<file path="config.mk">
export PLATFORM = sky130hd
export DESIGN_NAME = circular_fifo_with_drain_unit_flat
export DESIGN_NICKNAME = d
export VERILOG_FILES = /design/src/rtl/cfwd_pkg.sv /design/src/rtl/cfwd_items_if.sv /design/src/rtl/cfwd_results_if.sv /design/src/rtl/cfwd_ram.sv /design/src/rtl/cfwd_datapath.sv /design/src/rtl/cfwd_ctrl.sv /design/src/rtl/circular_fifo_with_drain_unit.sv /design/src/flat_wrapper.sv
export SDC_FILE = /design/constraint.sdc
export NUM_CORES = 1
export LEC_CHECK = 0
export CORE_UTILIZATION = 55
export CTS_BUF_LIST = sky130_fd_sc_hd__clkbuf_16
export CTS_CLUSTER_SIZE = 8
export DETAILED_ROUTE_END_ITERATION = 7
export DONT_BUFFER_PORTS = 1
export GPL_TIMING_DRIVEN = 0
export PLACE_DENSITY = 0.77
export SETUP_SLACK_MARGIN = 0.2
export SLEW_MARGIN = 20
export SYNTH_ARGS = -nofsm -noshare
export SYNTH_HDL_FRONTEND = slang
export SYNTH_SLANG_ARGS = --single-unit
</file>
<file path="constraint.sdc">
create_clock -name clk -period 5.9 [get_ports clk]
set_clock_uncertainty 0.05 [all_clocks]
set_input_delay 0.295 -clock clk [delete_from_list [all_inputs] [get_ports clk]]
set_output_delay 0.295 -clock clk [all_outputs]
set_load 0.1 [all_outputs]
</file>
<file path="src/rtl/cfwd_pkg.sv">
// ----------------------------------------------------------------------------
// cfwd_pkg
// Opcodes and controller/datapath handshake types of the ring-buffer FIFO.
// ----------------------------------------------------------------------------
package cfwd_pkg;

	localparam logic [1:0] OP_PUSH  = 2'd0;
	localparam logic [1:0] OP_POP   = 2'd1;
	localparam logic [1:0] OP_DRAIN = 2'd2;
	localparam logic [1:0] OP_CLEAR = 2'd3;

	localparam int unsigned ITEM_W = 32;
	localparam int unsigned FILL_W = 5;

	// commands from controller to datapath
	typedef struct packed {
		logic consume;   // retire the held command
		logic wr;        // store held word at tail
		logic pop;       // advance head, decrement count
		logic clr;       // reset pointers and count
		logic load;      // load the output register
		logic sel_data;  // result carries the ram read word
		logic accepted;  // push stored its word
		logic last;      // final result of this command
	} cfwd_ctl_t;

	// status from datapath to controller
	typedef struct packed {
		logic       cmd_valid;
		logic [1:0] op;
		logic       empty;
		logic       full;
		logic       one_left;
		logic       out_free;
	} cfwd_stat_t;

endpackage

</file>
<file path="src/rtl/cfwd_items_if.sv">
// ----------------------------------------------------------------------------
// cfwd_items_if
// Input channel: opcode and word with valid/ready.
// ----------------------------------------------------------------------------
interface cfwd_items_if;
	logic                          valid;
	logic                          ready;
	logic [1:0]                    opcode;
	logic [cfwd_pkg::ITEM_W-1:0]   item_word;

	modport source (output valid, output opcode, output item_word, input ready);
	modport sink   (input valid, input opcode, input item_word, output ready);
endinterface

</file>
<file path="src/rtl/cfwd_results_if.sv">
// ----------------------------------------------------------------------------
// cfwd_results_if
// Result channel: word, flags and fill count with valid/ready.
// ----------------------------------------------------------------------------
interface cfwd_results_if;
	logic                          valid;
	logic                          ready;
	logic [cfwd_pkg::ITEM_W-1:0]   out_word;
	logic                          out_valid;
	logic                          push_accepted;
	logic                          is_last;
	logic [cfwd_pkg::FILL_W-1:0]   fill_count;

	modport source (output valid, output out_word, output out_valid,
		output push_accepted, output is_last, output fill_count, input ready);
	modport sink   (input valid, input out_word, input out_valid,
		input push_accepted, input is_last, input fill_count, output ready);
endinterface

</file>
<file path="src/rtl/cfwd_ram.sv">
// ----------------------------------------------------------------------------
// cfwd_ram
// Generic single-write, single-read ram with registered read data.
// ----------------------------------------------------------------------------
module cfwd_ram #(
	parameter int unsigned WIDTH = 32,
	parameter int unsigned DEPTH = 16
) (
	input  logic                     clk,
	input  logic                     we,
	input  logic [$clog2(DEPTH)-1:0] waddr,
	input  logic [WIDTH-1:0]         wdata,
	input  logic [$clog2(DEPTH)-1:0] raddr,
	output logic [WIDTH-1:0]         rdata
);
	logic [WIDTH-1:0] mem [DEPTH];

	always_ff @(posedge clk) begin
		if (we) begin
			mem[waddr] <= wdata;
		end
		rdata <= mem[raddr];
	end
endmodule

</file>
<file path="src/rtl/cfwd_datapath.sv">
// ----------------------------------------------------------------------------
// cfwd_datapath
// Command register, ring pointers, entry ram and output register.
// ----------------------------------------------------------------------------
module cfwd_datapath #(
	parameter int unsigned DEPTH      = 16,
	parameter int unsigned WORD_WIDTH = 32
) (
	input  logic                  clk,
	input  logic                  arst_n,
	cfwd_items_if.sink            items,
	cfwd_results_if.source        results,
	input  cfwd_pkg::cfwd_ctl_t   ctl,
	output cfwd_pkg::cfwd_stat_t  stat
);
	localparam int unsigned PW = $clog2(DEPTH);
	localparam int unsigned CW = $clog2(DEPTH + 1);
	localparam int unsigned IW = cfwd_pkg::ITEM_W;

	logic             cmd_valid_q;
	logic [1:0]       op_q;
	logic [IW-1:0]    word_q;
	logic [PW-1:0]    head_q, tail_q, head_inc, tail_inc;
	logic [CW-1:0]    count_q, count_d;
	logic [WORD_WIDTH-1:0] wdata, rdata;
	logic [IW-1:0]    rd_word;

	logic             ovalid_q;
	logic [IW-1:0]    oword_q;
	logic             odata_q, oacc_q, olast_q;
	logic [cfwd_pkg::FILL_W-1:0] ofill_q;

	// word width conversion between port and store
	generate
		if (WORD_WIDTH <= IW) begin : g_narrow
			assign wdata   = word_q[WORD_WIDTH-1:0];
			assign rd_word = IW'(rdata);
		end else begin : g_wide
			assign wdata   = WORD_WIDTH'(word_q);
			assign rd_word = rdata[IW-1:0];
		end
	endgenerate

	assign head_inc = (head_q == PW'(DEPTH - 1)) ? '0 : head_q + 1'b1;
	assign tail_inc = (tail_q == PW'(DEPTH - 1)) ? '0 : tail_q + 1'b1;

	always_comb begin
		count_d = count_q;
		if (ctl.clr) begin
			count_d = '0;
		end else if (ctl.wr) begin
			count_d = count_q + 1'b1;
		end else if (ctl.pop) begin
			count_d = count_q - 1'b1;
		end
	end

	// held command, one at a time
	assign items.ready = !cmd_valid_q;

	always_ff @(posedge clk or negedge arst_n) begin
		if (!arst_n) begin
			cmd_valid_q <= 1'b0;
		end else if (items.valid && items.ready) begin
			cmd_valid_q <= 1'b1;
		end else if (ctl.consume) begin
			cmd_valid_q <= 1'b0;
		end
	end

	always_ff @(posedge clk) begin
		if (items.valid && items.ready) begin
			op_q   <= items.opcode;
			word_q <= items.item_word;
		end
	end

	always_ff @(posedge clk or negedge arst_n) begin
		if (!arst_n) begin
			head_q  <= '0;
			tail_q  <= '0;
			count_q <= '0;
		end else begin
			count_q <= count_d;
			if (ctl.clr) begin
				head_q <= '0;
				tail_q <= '0;
			end else begin
				if (ctl.wr) begin
					tail_q <= tail_inc;
				end
				if (ctl.pop) begin
					head_q <= head_inc;
				end
			end
		end
	end

	// read address looks ahead so consecutive drain reads are back to back
	cfwd_ram #(.WIDTH(WORD_WIDTH), .DEPTH(DEPTH)) u_ram (
		.clk   (clk),
		.we    (ctl.wr),
		.waddr (tail_q),
		.wdata (wdata),
		.raddr (ctl.pop ? head_inc : head_q),
		.rdata (rdata)
	);

	// output register
	always_ff @(posedge clk or negedge arst_n) begin
		if (!arst_n) begin
			ovalid_q <= 1'b0;
		end else if (ctl.load) begin
			ovalid_q <= 1'b1;
		end else if (results.ready) begin
			ovalid_q <= 1'b0;
		end
	end

	always_ff @(posedge clk) begin
		if (ctl.load) begin
			oword_q <= ctl.sel_data ? rd_word : '0;
			odata_q <= ctl.sel_data;
			oacc_q  <= ctl.accepted;
			olast_q <= ctl.last;
			ofill_q <= cfwd_pkg::FILL_W'(count_d);
		end
	end

	assign results.valid         = ovalid_q;
	assign results.out_word      = oword_q;
	assign results.out_valid     = odata_q;
	assign results.push_accepted = oacc_q;
	assign results.is_last       = olast_q;
	assign results.fill_count    = ofill_q;

	always_comb begin
		stat.cmd_valid = cmd_valid_q;
		stat.op        = op_q;
		stat.empty     = (count_q == '0);
		stat.full      = (count_q == CW'(DEPTH));
		stat.one_left  = (count_q == CW'(1));
		stat.out_free  = !ovalid_q || results.ready;
	end
endmodule

</file>
<file path="src/rtl/cfwd_ctrl.sv">
// ----------------------------------------------------------------------------
// cfwd_ctrl
// Sequencer: decodes the held command and steps pops and drains.
// ----------------------------------------------------------------------------
module cfwd_ctrl (
	input  logic                  clk,
	input  logic                  arst_n,
	input  cfwd_pkg::cfwd_stat_t  stat,
	output cfwd_pkg::cfwd_ctl_t   ctl
);
	localparam logic S_IDLE = 1'b0;
	localparam logic S_READ = 1'b1;

	logic state_q, state_d;

	always_ff @(posedge clk or negedge arst_n) begin
		if (!arst_n) begin
			state_q <= S_IDLE;
		end else begin
			state_q <= state_d;
		end
	end

	always_comb begin
		ctl     = '0;
		state_d = state_q;
		case (state_q)
			S_IDLE: begin
				if (stat.cmd_valid) begin
					case (stat.op)
						cfwd_pkg::OP_PUSH: begin
							if (stat.out_free) begin
								ctl.consume  = 1'b1;
								ctl.load     = 1'b1;
								ctl.wr       = !stat.full;
								ctl.accepted = !stat.full;
								ctl.last     = 1'b1;
							end
						end
						cfwd_pkg::OP_CLEAR: begin
							if (stat.out_free) begin
								ctl.consume = 1'b1;
								ctl.load    = 1'b1;
								ctl.clr     = 1'b1;
								ctl.last    = 1'b1;
							end
						end
						default: begin
							// pop or drain
							if (!stat.empty) begin
								state_d = S_READ;
							end else if (stat.out_free) begin
								ctl.consume = 1'b1;
								ctl.load    = 1'b1;
								ctl.last    = 1'b1;
							end
						end
					endcase
				end
			end
			S_READ: begin
				if (stat.out_free) begin
					ctl.load     = 1'b1;
					ctl.pop      = 1'b1;
					ctl.sel_data = 1'b1;
					ctl.last     = (stat.op == cfwd_pkg::OP_POP) || stat.one_left;
					if (ctl.last) begin
						ctl.consume = 1'b1;
						state_d     = S_IDLE;
					end
				end
			end
			default: begin
				state_d = S_IDLE;
			end
		endcase
	end
endmodule

</file>
<file path="src/rtl/circular_fifo_with_drain_unit.sv">
// ----------------------------------------------------------------------------
// circular_fifo_with_drain_unit
// Ring-buffer fifo of DEPTH words with push, pop, drain-all and clear.
// ----------------------------------------------------------------------------
// usage
//   items channel: one word per command, opcode push / pop / drain / clear,
//   item_word used by push only. results channel: one word per result with
//   out_word, out_valid, push_accepted, is_last and fill_count.
//   a command is held in a one-entry command register; items.ready is low
//   while a command is held, so the next command can be taken while the
//   previous result still sits in the output register.
// sequencing
//   push, clear, and pop/drain on an empty buffer: the result is loaded from
//   the idle state into the output register as soon as that is free.
//   pop: goes through the read state first for the registered ram read.
//   drain of N entries: N results on consecutive cycles after one ram read
//   while results.ready stays high; the read address is steered ahead so
//   the single ram read port delivers one entry per cycle.
// reset
//   arst_n clears head, tail, count, the command and output valid flags; ram
//   contents are left as they are and are only read after being written.
// stall
//   while results.ready is low the output register holds its word and the
//   sequencer waits; a drain resumes where it stopped, nothing is dropped.
// ----------------------------------------------------------------------------
module circular_fifo_with_drain_unit #(
	parameter int unsigned DEPTH      = 16,
	parameter int unsigned WORD_WIDTH = 32
) (
	input  logic           clk,
	input  logic           arst_n,
	cfwd_items_if.sink     items,
	cfwd_results_if.source results
);
	// command and status between sequencer and datapath
	cfwd_pkg::cfwd_ctl_t  ctl;
	cfwd_pkg::cfwd_stat_t stat;

	// sequencer
	cfwd_ctrl u_ctrl (
		.clk    (clk),
		.arst_n (arst_n),
		.stat   (stat),
		.ctl    (ctl)
	);

	// pointers, store and output register
	cfwd_datapath #(.DEPTH(DEPTH), .WORD_WIDTH(WORD_WIDTH)) u_dp (
		.clk     (clk),
		.arst_n  (arst_n),
		.items   (items),
		.results (results),
		.ctl     (ctl),
		.stat    (stat)
	);

	// at most one pointer update per cycle
	a_one_update: assert property (@(posedge clk) disable iff (!arst_n)
		$onehot0({ctl.wr, ctl.pop, ctl.clr}))
		else $error("more than one pointer update in a cycle");

	// never overwrite a word still waiting in the output register
	a_load_free: assert property (@(posedge clk) disable iff (!arst_n)
		ctl.load |-> stat.out_free)
		else $error("output register loaded while occupied");

	// retiring a command frees the command register
	a_consume_frees: assert property (@(posedge clk) disable iff (!arst_n)
		ctl.consume |=> !stat.cmd_valid)
		else $error("command register still busy after retire");

	// a data-carrying result is never a push acknowledge
	a_word_not_push: assert property (@(posedge clk) disable iff (!arst_n)
		results.valid |-> !(results.out_valid && results.push_accepted))
		else $error("result carries both a word and a push acknowledge");
endmodule
</file>
<file path="src/flat_wrapper.sv">
// flat-port wrapper written by rule: the top's interface ports become plain ports
module circular_fifo_with_drain_unit_flat 
#(
	parameter int unsigned DEPTH      = 16,
	parameter int unsigned WORD_WIDTH = 32
)
  (clk, arst_n, items_valid, items_opcode, items_item_word, items_ready, results_valid, results_out_word, results_out_valid, results_push_accepted, results_is_last, results_fill_count, results_ready);
  cfwd_items_if items_i ();
  cfwd_results_if results_i ();
  input  logic clk;
  input  logic arst_n;
  input wire logic [$bits(items_i.valid)-1:0] items_valid;
  input wire logic [$bits(items_i.opcode)-1:0] items_opcode;
  input wire logic [$bits(items_i.item_word)-1:0] items_item_word;
  output wire logic [$bits(items_i.ready)-1:0] items_ready;
  output wire logic [$bits(results_i.valid)-1:0] results_valid;
  output wire logic [$bits(results_i.out_word)-1:0] results_out_word;
  output wire logic [$bits(results_i.out_valid)-1:0] results_out_valid;
  output wire logic [$bits(results_i.push_accepted)-1:0] results_push_accepted;
  output wire logic [$bits(results_i.is_last)-1:0] results_is_last;
  output wire logic [$bits(results_i.fill_count)-1:0] results_fill_count;
  input wire logic [$bits(results_i.ready)-1:0] results_ready;
  assign items_i.valid = items_valid;
  assign items_i.opcode = items_opcode;
  assign items_i.item_word = items_item_word;
  assign items_ready = items_i.ready;
  assign results_valid = results_i.valid;
  assign results_out_word = results_i.out_word;
  assign results_out_valid = results_i.out_valid;
  assign results_push_accepted = results_i.push_accepted;
  assign results_is_last = results_i.is_last;
  assign results_fill_count = results_i.fill_count;
  assign results_i.ready = results_ready;
  circular_fifo_with_drain_unit #(.DEPTH(DEPTH), .WORD_WIDTH(WORD_WIDTH)) u_core (.clk(clk), .arst_n(arst_n), .items(items_i), .results(results_i));
endmodule
</file>
Word-level counts from Yosys, hierarchy flattened
Memories as Yosys holds them, arrays and structs flattened. A register that Yosys moved wholly into a read port is not among the register bits.
Cells that the tools add are included.
Cells by class
  add/sub/neg operators: 4
  equality and inequality tests: 6
  mux-type cells: 44
  bitwise gates (word level): 4
  reduce and logical (&&, ||, !) cells: 13
Operators with widths (count)
  $mux 4: 6
  $mux 1: 23
  $mux 5: 3
  $pmux 1 s2: 7
  $mux 2: 5
  $add 4x1->4 const B: 2
  $eq 4x4->1 const B: 2
  $reduce_bool 2->1: 3
  $add 5x1->5 const B: 1
  $eq 5x1->1 const B: 1
  $eq 5x5->1 const B: 1
  $logic_not 5->1: 1
  $sub 5x1->5 const B: 1
  $not 1->1: 4
  $reduce_or 4->1: 1
  $logic_not 1->1: 3
  $eq 2x1->1 const B: 1
  $eq 2x2->1 const B: 1
  $logic_not 2->1: 1
  $logic_or 1x1->1: 2
  $reduce_or 2->1: 1
  $logic_and 1x1->1: 1
Word-level totals
  register bits: 90
  bits in writable memories: 512
  bits of input ports: 38
  output and inout bits: 42
  logic and storage cells: 85
  memories kept: 1
Memory list
  u_core.u_dp.u_ram.mem: depth 16, width 32, read ports 1, clocked after Yosys merged registers in 1, write ports 1, RTL line cfwd_ram.sv:16  | logic [WIDTH-1:0] mem [DEPTH];

Longest topological paths before layout
  depth in word-level cells: 9
  gate-level depth with buffers: 11

Cells and area by module
From an unflattened synthesis, not the netlist that was laid out.
Unflattened totals
  cells, all modules: 1061
  area, all modules: 23334.9 um2
Modules (own cells, without submodules)
  cfwd_ram: instances 1, cells an instance 838, area each 19835.3 um2, sequential area each 16015.4 um2
  cfwd_datapath: instances 1, cells an instance 200, area each 3311.9 um2, sequential area each 2597.5 um2
  cfwd_ctrl: instances 1, cells an instance 23, area each 187.7 um2, sequential area each 25.0 um2

Worst setup path before layout
Ideal clock, no wire load.
  kind: register to register
  start: reg u_core.u_dp.ovalid_q (netlist: u_core.u_dp.results.valid)
  end: mem u_core.u_dp.u_ram.mem[3][0] (enable)
  setup time: 502 ps
  arrival: 4723 ps
  data required time: 5348 ps
  setup slack: 625 ps
  cell stages (with the launch flop): 6
  cells stage by stage: dfrtp_1 nor2b_1 nor3_1 o211ai_1 clkbuf_1 nor4_1
On the way
  cells in the longest elaborated chain, start to end: 8
Ends and longest elaborated chain
  from (decl): RTL line cfwd_datapath.sv:28  | logic ovalid_q;
  from (signal assigned): RTL line cfwd_datapath.sv:112  | ovalid_q <= 1'b0;
  from (signal assigned): RTL line cfwd_datapath.sv:114  | ovalid_q <= 1'b1;
  from (signal assigned): RTL line cfwd_datapath.sv:116  | ovalid_q <= 1'b0;
  $logic_not 1->1: RTL line cfwd_datapath.sv:143  | stat.out_free = !ovalid_q || results.ready;
  $logic_or 1x1->1: RTL line cfwd_datapath.sv:143
  $mux 2: RTL line cfwd_ctrl.sv:32  | if (stat.out_free) begin
  $mux 1: RTL line cfwd_ctrl.sv:30  | case (stat.op)
  $mux 2: RTL line cfwd_ctrl.sv:29  | if (stat.cmd_valid) begin
  $mux 1: RTL line cfwd_ctrl.sv:27  | case (state_q)
  $mux 1: RTL line cfwd_ram.sv:19  | if (we) begin
  $mux 1 (not written as such): RTL line cfwd_ram.sv:20  | mem[waddr] <= wdata;
  to (decl): RTL line cfwd_ram.sv:16
Every way passes these cells.

Worst setup path after layout
  start: reg u_core.u_dp.ovalid_q (netlist: u_core.u_dp.results.valid)
  end: reg u_core.u_dp.u_ram.rdata[0] (read register of u_core.u_dp.u_ram.mem)
On the way
  cells in the longest elaborated chain, start to end: 5
Ends and longest elaborated chain
  $logic_not 1->1: RTL line cfwd_datapath.sv:143
  $logic_or 1x1->1: RTL line cfwd_datapath.sv:143
  $mux 1: RTL line cfwd_ctrl.sv:62  | if (stat.out_free) begin
  $mux 1: RTL line cfwd_ctrl.sv:27
  $mux 4
  to (decl): RTL line cfwd_ram.sv:14  | output logic [WIDTH-1:0] rdata
Every way passes these cells.
A chain may end at the register's enable or synchronous reset.

==> reports/results.tsv <==
stage	metric	value	unit
status	status	complete, no violations	
critical_path	path_cells	nor2b_1 > o21ai_1 > nand2_1 > buf_2 > buf_1 > nand2_1 > a311oi_1 > or3_1	
layout	fin_nets	2031	
layout	utilization	64.8	%
sta	rsz0062_at_grt	no	
drt	post_drt_via_cell_ratio	6.60	
layout	syn2layout_area_growth	16.3	%
yosys	synth_top_cell_by_area	edfxtp_1	
critical_path	required	6.43	ns
floorplanning	dieHeight	219	microns
pwr	p_seq_share	41.2	%
pwr	combinationalPowerShare	30.7	%
cts	clk_pin_slew_worst_paths	0.05	ns
critical_path	crit_type	flop to flop	
placement	place_congestion	0.909	
yosys	syn_nets	1856	
yosys	synth.most_common_cell	edfxtp_1	
yosys	yosysTopAreaCellShare	67.9	%
pwr	peakVddDrop	323	uV
yosys	synth_common_cells	edfxtp_1 (586), nand3_1 (158), nand2_1 (142)	
critical_path	critPathBufInv	2	
drt	drc	0	
pwr	clock_power_share	28.1	%
pwr	power	16400	uW
floorplanning	pin_count	80	
sta	slew_viol_final	0	
sta	post-route-min-period	4.55	ns
global_route	antenna_found_initial	0	
cts	post-cts-setup-buffer-count	0	
critical_path	max_stage_delay	1.01	ns
floorplanning	die_area	48000	sq um
yosys	synth_ff_type	edfxtp_1	
yosys	ys_top_cells_by_area	edfxtp_1 (68%), nand3_1 (3.0%), mux2_2 (2.8%), dfxtp_1 (2.5%), and3_1 (2.4%)	
critical_path	rr_startpoint	u_core.u_dp.results.valid	
global_route	grt_start_max_net_pins	41	
floorplanning	core_area	46600	sq um
drt	firstDrtPassIters	5	
pwr	internal_power	9800	uW
pwr	p_sw_share	40.4	%
drt	ant_nets	0	
critical_path	critPathArrivalTime	5.08	ns
yosys	synthArstFlopShare	2.52	%
floorplanning	die_w	219	microns
drt	wirelength	71400	microns
layout	n_antenna_cell	0	
cts	cts_tree	done	
yosys	syn_area_per_cell	14.4	sq um
floorplanning	start_util	55.7	%
global_route	grt_util_all_layers	30.3	%
worst_hold_path	min-delay-start	items_valid	
cts	holdBufCountCts	35	
worst_hold_path	hold_class	primary input to flop	
layout	drive_gt1_share	13.8	%
sta	hold_violations	0	
global_route	grt_pass1_vias	17500	
sta	timing.final.crit_share	77.2	%
critical_path	cp-end-kind	flop	
placement	io_buffers	0	
critical_path	path_max_fanout	10	
global_route	grt_pass1_wl	106000	microns
yosys	synth.distinct_cells	59	
yosys	ys_ff_latch	634	
pwr	power_switching	6630	uW
floorplanning	core.rowCount	79	
yosys	syn_area	25900	sq um
critical_path	cp_slowest_cell	dfrtp_1	
sta	finalSetupViolCount	0	
cts	insertion_delay	0.65	ns
yosys	yosysSeqAreaShare	71.9	%
yosys	synth_edf_count	586	
placement	place.detailed.hpwl	47700	microns
sta	setup_tns	0	ns
critical_path	critPathTopFamily	compound AO/OA/AOI/OAI gates	
cts	cts_buffers	89	
yosys	yosysWarnings	0	
critical_path	worst_setup_path_start_kind	flop	
critical_path	rrSetupSlack	1.35	ns
layout	fillCellCount	3139	
cts	clock-sinks	634	
drt	num_vias	17500	
cts	ctsLongestPathBuffers	3	
pwr	power_leakage	0.0106	uW
critical_path	critPathLaunch	u_core.u_dp.results.valid	
drt	wl_per_cell	27.0	microns
global_route	grt_overflow	0	
cts	cts.repair.resized	0	
sta	slew_headroom	22.1	%
yosys	synth_cells	1806	
flow_run	cap_violations	0	
cts	htree_levels	3	
drt	drt-initial-drc-count	2397	
pwr	power_density	545	nW/um^2
sta	worstMarginPinSlew	1.16	ns
critical_path	crit_top_cell	nand2_1	
cts	root_buffer	clkbuf_16	
sta	fmax	0.220	GHz
power by group through the flow:
stage | combinational [uW] | clock (uW) | sequential (uW)
floorplan | 3100 | 0 | 6710
global placement | 4650 | 0 | 6830
detailed placement | 4840 | 0 | 6840
CTS | 4920 | 4640 | 6760
global route | 5310 | 4840 | 6800
finish | 5040 | 4620 | 6770
worst register-to-register path: cells and delay by family (launching register included):
family	cells	cell delay, ns
buffers and inverters	2	1.00
AO/OA/AOI/OAI	2	1.25
AND/OR/NAND/NOR	4	1.16
flip-flops	1	1.01
sequential cells by signal, summed over array words and instances, names as in the netlist, 2 cells and up:
register / count
u_core.u_dp.count_q: 5
u_core.u_dp.head_q: 4
u_core.u_dp.op_q: 2
u_core.u_dp.results.fill_count: 5
u_core.u_dp.results.out_word: 32
u_core.u_dp.tail_q: 4
u_core.u_dp.u_ram.mem: 512
u_core.u_dp.u_ram.rdata: 32
u_core.u_dp.wdata: 32
stage by stage:
stage                     hold WS, ns  instances  instance area [sq um]  setup slack, ns
final                          0.0524       2646                  30200             1.35
after global routing           0.0476       2646                  30200             1.35
after CTS                      0.0425       2646                  30200             1.52
after detailed placement      -0.0499       2462                  27300             1.53
after global placement        -0.0497       2413                  26700            -2.14
after floorplan               -0.0506       1806                  25900            0.625
metal layers:
layer  wire length [microns]  vias to the layer above  global-route usage, %  part of all wire, %
met4                    3620                        2                   15.6                  5.1
met1                   26200                     8585                   39.5                   37
met5                      89                        -                   1.46                 0.12
met2                   33400                     1184                   47.3                   47
met3                    8150                      219                   7.11                   11
li1                        -                     7465                      -                    -
final timing paths:
kind | endpoint | cells past startpoint
min reg2reg | u_core.u_dp.results.out_word[26] | 1
min in group asynchronous | u_core.u_dp.results.valid | 1
max | u_core.u_dp.u_ram.rdata[0] | 8
max in group asynchronous | u_core.u_dp.head_q[2] | 1
min | u_core.u_dp.op_q[1] | 2
max reg2reg | u_core.u_dp.u_ram.rdata[0] | 8
cells by family after synthesis:
kind of cell / synth area share, %
mux: 3.71
flops: 71.9
compound gates: 11.3
fa+ha+maj: 0.579
simple gates: 9.48
buf+inv: 2.90
xor+xnor: 0.169
layout make-up:
| type | count | area [sq um] | area share (%) |
|---|---|---|---|
| multi-input cells | 998 | 6640 | 22.0 |
| clock buffers | 90 | 2250 | 7.47 |
| inverters | 22 | 82.6 | 0.274 |
| plain buffers | 152 | 671 | 2.22 |
| clock inverters | 59 | 300 | 0.995 |
| well taps | 607 | 759 | 2.52 |
| repair buffers | 84 | 823 | 2.73 |
| flip-flops and latches | 634 | 18600 | 61.8 |
cell usage in the layout, fill, tap and decap left out, types with 35 or more instances in the layout:
master / n
edfxtp_1: 586
inv_1: 71
nand3_1: 158
a311oi_1: 49
o21ai_0: 94
a211oi_1: 80
o211ai_1: 51
nand2_1: 141
clkbuf_1: 105
and3_1: 101
clkbuf_16: 90
dlygate4sd3_1: 35
mux2_2: 64
buf_2: 49
No activity file was read; power rests on OpenSTA's default activity.
